`src/design/jvs_pkg.sv`:
```
`timescale 1ns / 1ps
// ----------------------------------------------------------------------------
// jvs_pkg: shared types and constants of the JSON scalar value scanner
// Scan phases, result codes, literal spelling tables and byte classifiers.
// ----------------------------------------------------------------------------
package jvs_pkg;

  // scan phase of the current document
  typedef enum logic [4:0] {
    PH_LEAD     = 5'd0,
    PH_LIT      = 5'd1,
    PH_NSIGN    = 5'd2,
    PH_NZERO    = 5'd3,
    PH_NINT     = 5'd4,
    PH_NDOT     = 5'd5,
    PH_NFRAC    = 5'd6,
    PH_NEXP     = 5'd7,
    PH_NEXPSIGN = 5'd8,
    PH_NEXPDIG  = 5'd9,
    PH_STR      = 5'd10,
    PH_STRESC   = 5'd11,
    PH_TRAIL    = 5'd12,
    PH_ERR      = 5'd13
  } phase_t;

  // result kinds
  localparam logic [1:0] K_STR    = 2'd0;
  localparam logic [1:0] K_NUM    = 2'd1;
  localparam logic [1:0] K_STATUS = 2'd2;

  // value types
  localparam logic [2:0] T_NULL   = 3'd0;
  localparam logic [2:0] T_FALSE  = 3'd1;
  localparam logic [2:0] T_TRUE   = 3'd2;
  localparam logic [2:0] T_NUMBER = 3'd3;
  localparam logic [2:0] T_STRING = 3'd4;

  // status codes
  localparam logic [2:0] ST_OK      = 3'd0;
  localparam logic [2:0] ST_EXPECT  = 3'd1;
  localparam logic [2:0] ST_INVALID = 3'd2;
  localparam logic [2:0] ST_NOTSING = 3'd3;
  localparam logic [2:0] ST_ESCAPE  = 3'd4;
  localparam logic [2:0] ST_CHAR    = 3'd5;
  localparam logic [2:0] ST_QUOTE   = 3'd6;

  // literal choices
  localparam logic [1:0] LIT_NULL  = 2'd0;
  localparam logic [1:0] LIT_TRUE  = 2'd1;
  localparam logic [1:0] LIT_FALSE = 2'd2;

  localparam logic [7:0] CTRL_LIMIT = 8'h20;

  // scanner state carried between bytes
  typedef struct packed {
    phase_t     phase;
    logic [1:0] lit_choice;
    logic [2:0] lit_pos;
    logic [2:0] found_type;
    logic [2:0] err_code;
  } scan_state_t;

  // one result transaction
  typedef struct packed {
    logic [1:0] kind;
    logic [7:0] data;
    logic [2:0] vtype;
    logic [2:0] status;
  } scan_res_t;

  localparam scan_state_t SCAN_RESET = '{
    phase:      PH_LEAD,
    lit_choice: LIT_NULL,
    lit_pos:    3'd0,
    found_type: T_NULL,
    err_code:   ST_OK
  };

  function automatic logic is_ws(input logic [7:0] b);
    return (b == 8'h20) || (b == 8'h09) || (b == 8'h0A) || (b == 8'h0D);
  endfunction

  function automatic logic is_digit(input logic [7:0] b);
    return (b >= 8'h30) && (b <= 8'h39);
  endfunction

  // spelling of the literals, indexed by choice and position
  function automatic logic [7:0] lit_char(input logic [1:0] choice,
                                          input logic [2:0] pos);
    logic [7:0] c;
    c = 8'h00;
    case (choice)
      LIT_NULL: begin
        case (pos)
          3'd0: c = "n";
          3'd1: c = "u";
          3'd2: c = "l";
          3'd3: c = "l";
          default: c = 8'h00;
        endcase
      end
      LIT_TRUE: begin
        case (pos)
          3'd0: c = "t";
          3'd1: c = "r";
          3'd2: c = "u";
          3'd3: c = "e";
          default: c = 8'h00;
        endcase
      end
      LIT_FALSE: begin
        case (pos)
          3'd0: c = "f";
          3'd1: c = "a";
          3'd2: c = "l";
          3'd3: c = "s";
          3'd4: c = "e";
          default: c = 8'h00;
        endcase
      end
      default: c = 8'h00;
    endcase
    return c;
  endfunction

  function automatic logic [2:0] lit_len(input logic [1:0] choice);
    return (choice == LIT_FALSE) ? 3'd5 : 3'd4;
  endfunction

  function automatic logic [2:0] lit_type(input logic [1:0] choice);
    logic [2:0] t;
    case (choice)
      LIT_TRUE:  t = T_TRUE;
      LIT_FALSE: t = T_FALSE;
      default:   t = T_NULL;
    endcase
    return t;
  endfunction

  // simple escapes: valid flag
  function automatic logic esc_ok(input logic [7:0] b);
    return (b == "\\") || (b == "\"") || (b == "/") || (b == "b") ||
           (b == "f") || (b == "n") || (b == "r") || (b == "t");
  endfunction

  // simple escapes: decoded byte
  function automatic logic [7:0] esc_map(input logic [7:0] b);
    logic [7:0] c;
    case (b)
      "b":     c = 8'h08;
      "f":     c = 8'h0C;
      "n":     c = 8'h0A;
      "r":     c = 8'h0D;
      "t":     c = 8'h09;
      default: c = b;
    endcase
    return c;
  endfunction

endpackage

```
`src/design/jvs_step.sv`:
```
`timescale 1ns / 1ps
// ----------------------------------------------------------------------------
// jvs_step: per-byte transition of the scanner
// Given the current state and one byte, computes the next state and the
// result transaction, if any, that the byte causes.
// ----------------------------------------------------------------------------
module jvs_step (
  input  jvs_pkg::scan_state_t cur,
  input  logic [7:0]           in_b,
  output jvs_pkg::scan_state_t nxt,
  output logic                 res_valid,
  output jvs_pkg::scan_res_t   res
);
  import jvs_pkg::*;

  logic [2:0] pos_inc;
  logic       lit_bad;
  logic       is_term;

  assign is_term = (in_b == 8'h00);
  assign pos_inc = cur.lit_pos + 3'd1;
  assign lit_bad = (cur.lit_choice > LIT_FALSE) || (cur.lit_pos >= lit_len(cur.lit_choice))
                   || (in_b != lit_char(cur.lit_choice, cur.lit_pos));

  // next state
  always_comb begin
    nxt = cur;
    if (is_term) begin
      nxt = SCAN_RESET;
    end else begin
      unique case (cur.phase) inside
        PH_LEAD: begin
          if (is_ws(in_b)) begin
            nxt = cur;
          end else if (in_b == "n" || in_b == "t" || in_b == "f") begin
            nxt.lit_choice = (in_b == "n") ? LIT_NULL : (in_b == "t") ? LIT_TRUE : LIT_FALSE;
            nxt.lit_pos    = 3'd1;
            nxt.phase      = PH_LIT;
          end else if (in_b == "\"") begin
            nxt.phase = PH_STR;
          end else if (in_b == "-") begin
            nxt.phase = PH_NSIGN;
          end else if (in_b == "0") begin
            nxt.phase = PH_NZERO;
          end else if (is_digit(in_b)) begin
            nxt.phase = PH_NINT;
          end else begin
            nxt.phase = PH_ERR; nxt.err_code = ST_INVALID; nxt.found_type = T_NULL;
          end
        end
        PH_LIT: begin
          if (lit_bad) begin
            nxt.phase = PH_ERR; nxt.err_code = ST_INVALID; nxt.found_type = T_NULL;
          end else begin
            nxt.lit_pos = pos_inc;
            if (pos_inc == lit_len(cur.lit_choice)) begin
              nxt.found_type = lit_type(cur.lit_choice);
              nxt.phase      = PH_TRAIL;
            end
          end
        end
        PH_NSIGN: begin
          if (in_b == "0") begin
            nxt.phase = PH_NZERO;
          end else if (is_digit(in_b)) begin
            nxt.phase = PH_NINT;
          end else begin
            nxt.phase = PH_ERR; nxt.err_code = ST_INVALID; nxt.found_type = T_NULL;
          end
        end
        PH_NZERO, PH_NINT, PH_NFRAC: begin
          if (cur.phase != PH_NZERO && is_digit(in_b)) begin
            nxt = cur;
          end else if (in_b == "." && cur.phase != PH_NFRAC) begin
            nxt.phase = PH_NDOT;
          end else if (in_b == "e" || in_b == "E") begin
            nxt.phase = PH_NEXP;
          end else if (is_ws(in_b)) begin
            nxt.phase = PH_TRAIL; nxt.found_type = T_NUMBER;
          end else begin
            nxt.phase = PH_ERR; nxt.err_code = ST_NOTSING; nxt.found_type = T_NULL;
          end
        end
        PH_NDOT, PH_NEXPSIGN: begin
          if (is_digit(in_b)) begin
            nxt.phase = (cur.phase == PH_NDOT) ? PH_NFRAC : PH_NEXPDIG;
          end else begin
            nxt.phase = PH_ERR; nxt.err_code = ST_INVALID; nxt.found_type = T_NULL;
          end
        end
        PH_NEXP: begin
          if (in_b == "+" || in_b == "-") begin
            nxt.phase = PH_NEXPSIGN;
          end else if (is_digit(in_b)) begin
            nxt.phase = PH_NEXPDIG;
          end else begin
            nxt.phase = PH_ERR; nxt.err_code = ST_INVALID; nxt.found_type = T_NULL;
          end
        end
        PH_NEXPDIG: begin
          if (is_digit(in_b)) begin
            nxt = cur;
          end else if (is_ws(in_b)) begin
            nxt.phase = PH_TRAIL; nxt.found_type = T_NUMBER;
          end else begin
            nxt.phase = PH_ERR; nxt.err_code = ST_NOTSING; nxt.found_type = T_NULL;
          end
        end
        PH_STR: begin
          if (in_b == "\"") begin
            nxt.phase = PH_TRAIL; nxt.found_type = T_STRING;
          end else if (in_b == "\\") begin
            nxt.phase = PH_STRESC;
          end else if (in_b < CTRL_LIMIT) begin
            nxt.phase = PH_ERR; nxt.err_code = ST_CHAR; nxt.found_type = T_NULL;
          end
        end
        PH_STRESC: begin
          if (esc_ok(in_b)) begin
            nxt.phase = PH_STR;
          end else begin
            nxt.phase = PH_ERR; nxt.err_code = ST_ESCAPE; nxt.found_type = T_NULL;
          end
        end
        PH_TRAIL: begin
          if (!is_ws(in_b)) begin
            nxt.phase = PH_ERR; nxt.err_code = ST_NOTSING; nxt.found_type = T_NULL;
          end
        end
        default: nxt = cur;
      endcase
    end
  end

  // result transaction
  always_comb begin
    res_valid  = 1'b0;
    res.kind   = K_NUM;
    res.data   = in_b;
    res.vtype  = T_NULL;
    res.status = ST_OK;
    if (is_term) begin
      res_valid = 1'b1;
      res.kind  = K_STATUS;
      res.data  = 8'h00;
      unique case (cur.phase) inside
        PH_ERR:    res.status = cur.err_code;
        PH_LEAD:   res.status = ST_EXPECT;
        PH_NZERO, PH_NINT, PH_NFRAC, PH_NEXPDIG: begin
          res.status = ST_OK;
          res.vtype  = T_NUMBER;
        end
        PH_STR:    res.status = ST_QUOTE;
        PH_STRESC: res.status = ST_ESCAPE;
        PH_TRAIL: begin
          res.status = ST_OK;
          res.vtype  = cur.found_type;
        end
        default:   res.status = ST_INVALID;
      endcase
    end else begin
      unique case (cur.phase) inside
        PH_LEAD:
          res_valid = (in_b == "-") || is_digit(in_b);
        PH_NSIGN, PH_NDOT, PH_NEXPSIGN, PH_NEXPDIG:
          res_valid = is_digit(in_b);
        PH_NZERO, PH_NINT, PH_NFRAC:
          res_valid = (cur.phase != PH_NZERO && is_digit(in_b)) ||
                      (in_b == "." && cur.phase != PH_NFRAC) ||
                      (in_b == "e") || (in_b == "E");
        PH_NEXP:
          res_valid = (in_b == "+") || (in_b == "-") || is_digit(in_b);
        PH_STR: begin
          res.kind  = K_STR;
          res_valid = (in_b != "\"") && (in_b != "\\") && (in_b >= CTRL_LIMIT);
        end
        PH_STRESC: begin
          res.kind  = K_STR;
          res.data  = esc_map(in_b);
          res_valid = esc_ok(in_b);
        end
        default: res_valid = 1'b0;
      endcase
    end
  end

endmodule

```
`src/design/json_scalar_value_scanner.sv`:
```
`timescale 1ns / 1ps
// ----------------------------------------------------------------------------
// json_scalar_value_scanner: streaming JSON scalar value checker
// Scans one JSON document a byte at a time and reports decoded bytes and a
// final status per document.
// ----------------------------------------------------------------------------
// Takes one document byte per clock cycle; a zero byte ends the document.
// Every accepted byte is handled in the cycle it arrives: one pass through the
// per-byte transition logic updates the scan state and, when the byte causes a
// result, loads the single output register. Results appear on the output in the
// cycle after the byte that caused them. The output register is the only
// buffer, so the input stalls only while a result is held there and the
// output side stalls; otherwise a byte is taken every cycle. String bytes come
// out decoded (kind 0), number characters as they appear (kind 1), and the
// terminator always gives a final status transaction (kind 2) with the value
// type and first error, after which the scanner is ready for the next document.
module json_scalar_value_scanner (
  input  logic       clk,
  input  logic       rst_n,
  input  logic       in_valid,
  output logic       in_stall,
  input  logic [7:0] in_byte,
  output logic       out_valid,
  input  logic       out_stall,
  output logic [1:0] out_kind,
  output logic [7:0] out_data_byte,
  output logic [2:0] out_value_type,
  output logic [2:0] out_status
);
  import jvs_pkg::*;

  scan_state_t st_r;
  scan_state_t st_nxt;
  scan_res_t   res;
  scan_res_t   res_r;
  logic        res_valid;
  logic        out_valid_r;
  logic        in_accept;

  // input stalls only while the result register is full and blocked
  assign in_stall  = out_valid_r && out_stall;
  assign in_accept = in_valid && !in_stall;

  // per-byte transition
  jvs_step u_step (
    .cur       (st_r),
    .in_b      (in_byte),
    .nxt       (st_nxt),
    .res_valid (res_valid),
    .res       (res)
  );

  // scan state
  always_ff @(posedge clk) begin
    if (!rst_n) begin
      st_r <= SCAN_RESET;
    end else if (in_accept) begin
      st_r <= st_nxt;
    end
  end

  // result register valid
  always_ff @(posedge clk) begin
    if (!rst_n) begin
      out_valid_r <= 1'b0;
    end else if (in_accept && res_valid) begin
      out_valid_r <= 1'b1;
    end else if (!out_stall) begin
      out_valid_r <= 1'b0;
    end
  end

  // result register payload
  always_ff @(posedge clk) begin
    if (in_accept && res_valid) begin
      res_r <= res;
    end
  end

  assign out_valid      = out_valid_r;
  assign out_kind       = res_r.kind;
  assign out_data_byte  = res_r.data;
  assign out_value_type = res_r.vtype;
  assign out_status     = res_r.status;

  // a terminator always yields a final status transaction
  a_term_status: assert property (@(posedge clk) disable iff (!rst_n)
    in_accept && (in_byte == 8'h00) |=> out_valid && (out_kind == K_STATUS))
    else $error("terminator did not produce a status transaction");

  // a terminator returns the scanner to its reset state
  a_term_reset: assert property (@(posedge clk) disable iff (!rst_n)
    in_accept && (in_byte == 8'h00) |=> (st_r == SCAN_RESET))
    else $error("scanner state not cleared after terminator");

  // a latched error code only exists in the error phase
  a_err_phase: assert property (@(posedge clk) disable iff (!rst_n)
    (st_r.err_code != ST_OK) |-> (st_r.phase == PH_ERR))
    else $error("error code set outside the error phase");

  // nothing but the final status leaves while in the error phase
  a_err_quiet: assert property (@(posedge clk) disable iff (!rst_n)
    in_accept && (st_r.phase == PH_ERR) && (in_byte != 8'h00) |=> !(out_valid && !$past(in_stall)
      && (out_kind != K_STATUS) && !$past(out_valid_r)))
    else $error("data transaction emitted after an error");

endmodule

```
`config.mk`:
```
export PLATFORM = sky130hd
export DESIGN_NAME = json_scalar_value_scanner
export DESIGN_NICKNAME = d
export VERILOG_FILES = /design/src/design/jvs_pkg.sv /design/src/design/jvs_step.sv /design/src/design/json_scalar_value_scanner.sv
export SDC_FILE = /design/constraint.sdc
export NUM_CORES = 1
export LEC_CHECK = 0
export BUFFER_PORTS_ARGS = -buffer_cell sky130_fd_sc_hd__buf_2
export CORE_UTILIZATION = 55
export CTS_BUF_LIST = sky130_fd_sc_hd__clkbuf_8
export DETAILED_ROUTE_END_ITERATION = 7
export HOLD_SLACK_MARGIN = 0.06
export PLACE_DENSITY = 0.87
export SETUP_SLACK_MARGIN = 0.02
export SYNTH_ARGS = -nofsm -noshare
export SYNTH_HDL_FRONTEND = slang
export SYNTH_HIERARCHICAL = 1
export SYNTH_SLANG_ARGS = --single-unit
export TNS_END_PERCENT = 10
```
`constraint.sdc`:
```
create_clock -name clk -period 3.7 [get_ports clk]
set_clock_uncertainty 0.05 [all_clocks]
set_input_delay 0.185 -clock clk [delete_from_list [all_inputs] [get_ports clk]]
set_output_delay 0.185 -clock clk [all_outputs]
set_load 0.01 [all_outputs]
```
==> results.ini <==
[run_status]
status = finished, final reports clean

[layout]
area_delta_synth_final_pct = 7.65
regArea_sq_um = 821
final_cell_mix = 67 x nand2_1, 43 x nor2_1, 29 x buf_2
multi_input_area_sq_mm = 0.00229
diodes = 0
fill_cells = 557
drive_above_1_share = 0.146
fin_nets = 490
final_common_cell = nand2_1

[synth]
synth_edf_count = 16
synth_compound_area_frac = 0.224
synth_mux_area_frac = 0.0538
synthAdderAreaFrac = 0.0224
synth_top_family_by_area = simple AND/OR/NAND/NOR gates
synthSimpleGateAreaFrac = 0.372
yosys.area_share.xor_xnor = 0.0105
synthCells = 458
yosysSeqAreaShare = 0.245
avgSynthCellArea_sq_um = 7.32
async_reset_ff_frac = 0
yosysWarnings = 6
netlist_area_sq_mm = 0.00335
syn_nets = 476
ys_ff_latch = 33
synth_cell_type_count = 72
synth_ff_type = dfxtp_1

[drt]
drt_first_pass_iters = 6
via_count = 3725
ant_nets = 0
detail_route.wirelength_mm = 10.2
drc = 0
drt_iter0_markers = 722
avgRoutedWirePerCell_um = 18.7
vias_per_cell = 6.80

[worst_setup_path]
crit_arrival_ps = 3620
slowest_delay_ps = 460
required_ps = 3860
crit_buf_inv = 1
path_delay_family = simple AND/OR/NAND/NOR gates
cp_max_fo = 9
crit_type = reg -> reg
r2r_start = st_r[7]$_SDFFE_PN0P_
crit_slowest_cell = dfxtp_1
critPathLaunch = st_r[7]$_SDFFE_PN0P_
crit_chain = inv_1 > ha_1 > o41a_1 > and3_4 > or3_4 > a221oi_4 > nand3_4 > or4_1 > nor3_2 > a311o_1 > nand2_1 > mux2i_1
start_kind = flip-flop
endpoint_kind = flip-flop

[cts]
post_cts_buffers = 0
cts.sinks = 33
cts_hold_buf = 0
cts_resized = 0
clockBufferDepth = 2
cts_tree = done
clk-insertion-delay-late_ps = 290
path_clk_slew_ps = 70
h-tree-depth = 2
cts_made_buffers = 5
root_buffer = clkbuf_8

[floorplanning]
die_y_um = 80.1
pin_count = 30
dieArea_sq_mm = 0.00641
start_util = 0.569
rows = 28
die_x_um = 80.1
coreArea_sq_mm = 0.00589

[worst_hold_path]
hp-start = in_valid
hold_class = in -> reg

[sta]
hold_viol = 0
timing.final.crit_period_ps = 3450
final-setup-viol-count = 0
rsz0062_at_grt = no
slew-limit-headroom = 0.193
period_share = 0.934
tns_ps = 0
final_max_slew_viol_count = 0
tightestPinTransition_ps = 1200
fmax_mhz = 289
setup_ws_ps = 245

[pwr]
total_power_mw = 1.24
p_per_area_mw_per_mm2 = 345
irDropWorstVdd_v = 0.000165
p_leak_nw = 1.37

[global_routing]
grt_pass1_vias = 3289
grt_use_total = 0.329
grt_first_pass_wirelength_mm = 16.4
grt_max_degree = 34
overflow = 0
antenna_found_initial = 0

[place]
io_buffers = 29
dp_slack_ps = 272
dp_hpwl_mm = 7.46
routabilityCongestion = 1.03

[job]
cap_viol_max_count = 0

[cell usage after synthesis, drive strengths merged, types with 5 or more instances]
library cell | count | area share
a21oi | 27 | 0.040
a31oi | 10 | 0.019
and2 | 6 | 0.011
buf | 14 | 0.029
clkbuf | 25 | 0.028
dfxtp | 17 | 0.10
edfxtp | 16 | 0.14
ha | 6 | 0.022
inv | 14 | 0.016
mux2i | 18 | 0.054
nand2 | 67 | 0.075
nand2b | 10 | 0.019
nand3 | 11 | 0.020
nand4 | 6 | 0.011
nor2 | 43 | 0.048
nor2b | 11 | 0.021
nor3 | 20 | 0.031
nor4 | 12 | 0.022
o21ai | 27 | 0.040
or2 | 5 | 0.0093
or3 | 9 | 0.018
[final timing paths]
check,slack (ps),endpoint,cells after the start
worst max-delay path,250,st_r[4]$_SDFFE_PN0P_,12
worst min-delay path,140,out_valid$_SDFFE_PN0P_,3
worst max register to register,250,st_r[4]$_SDFFE_PN0P_,12
worst min register to register,430,st_r[5]$_SDFFE_PN0P_,2
[registers in the layout, indices dropped and copies added (netlist names)]
| signal | count |
|---|---|
| out_value_type | 3 |
| st_r | 16 |
| out_kind | 2 |
| out_status | 3 |
| out_data_byte | 8 |
| out_valid | 1 |
[per-stage QoR]
step | instance area (sq um) | utilization | hold WS [ps] | cells
5_1_grt | 3610 | 0.613 | 159 | 548
4_1_cts | 3610 | 0.613 | 144 | 548
2_1_floorplan | 3350 | - | 310 | 458
3_5_place_dp | 3530 | 0.599 | 425 | 540
3_3_place_gp | 3530 | 0.599 | 413 | 540
6_report | 3610 | 0.613 | 145 | 548
[final cells by class]
class | instances | share of cell area
Timing Repair Buffer | 46 | 0.0756
Inverter | 14 | 0.0146
Multi-Input combinational cell | 372 | 0.634
Tap cell | 75 | 0.0260
Sequential cell | 33 | 0.228
Clock buffer | 5 | 0.0191
Clock inverter | 3 | 0.00347
[report_power, final]
part	internal (mW)	switching (mW)
clock network	0.127	0.138
registers	0.402	0.0378
logic	0.201	0.340
[cells by family (layout without fill, tap and decap cells)]
group	after synthesis	count (layout)
xor+xnor	4	4
flops	33	33
buf+inv	53	68
fa+ha+maj	6	6
compound gates	111	111
simple gates	233	233
mux	18	18
[per-layer routing]
layer	vias up	GRT usage	routed length (um)	part of all wire
met2	237	0.507	4550	0.44
met3	48	0.0580	1070	0.10
met5	-	0	0	0
met4	0	0.118	353	0.034
li1	1719	-	-	-
met1	1721	0.457	4260	0.42
[worst register-to-register path, cell delays in order (launching register included)]
cell and delay (ps):
dfxtp_1 460, inv_1 140, ha_1 290, o41a_1 450, and3_4 190, or3_4 400
a221oi_4 350, nand3_4 150, or4_1 450, nor3_2 120, a311o_1 120, nand2_1 40
mux2i_1 150
(Power assumes the default switching activity.)
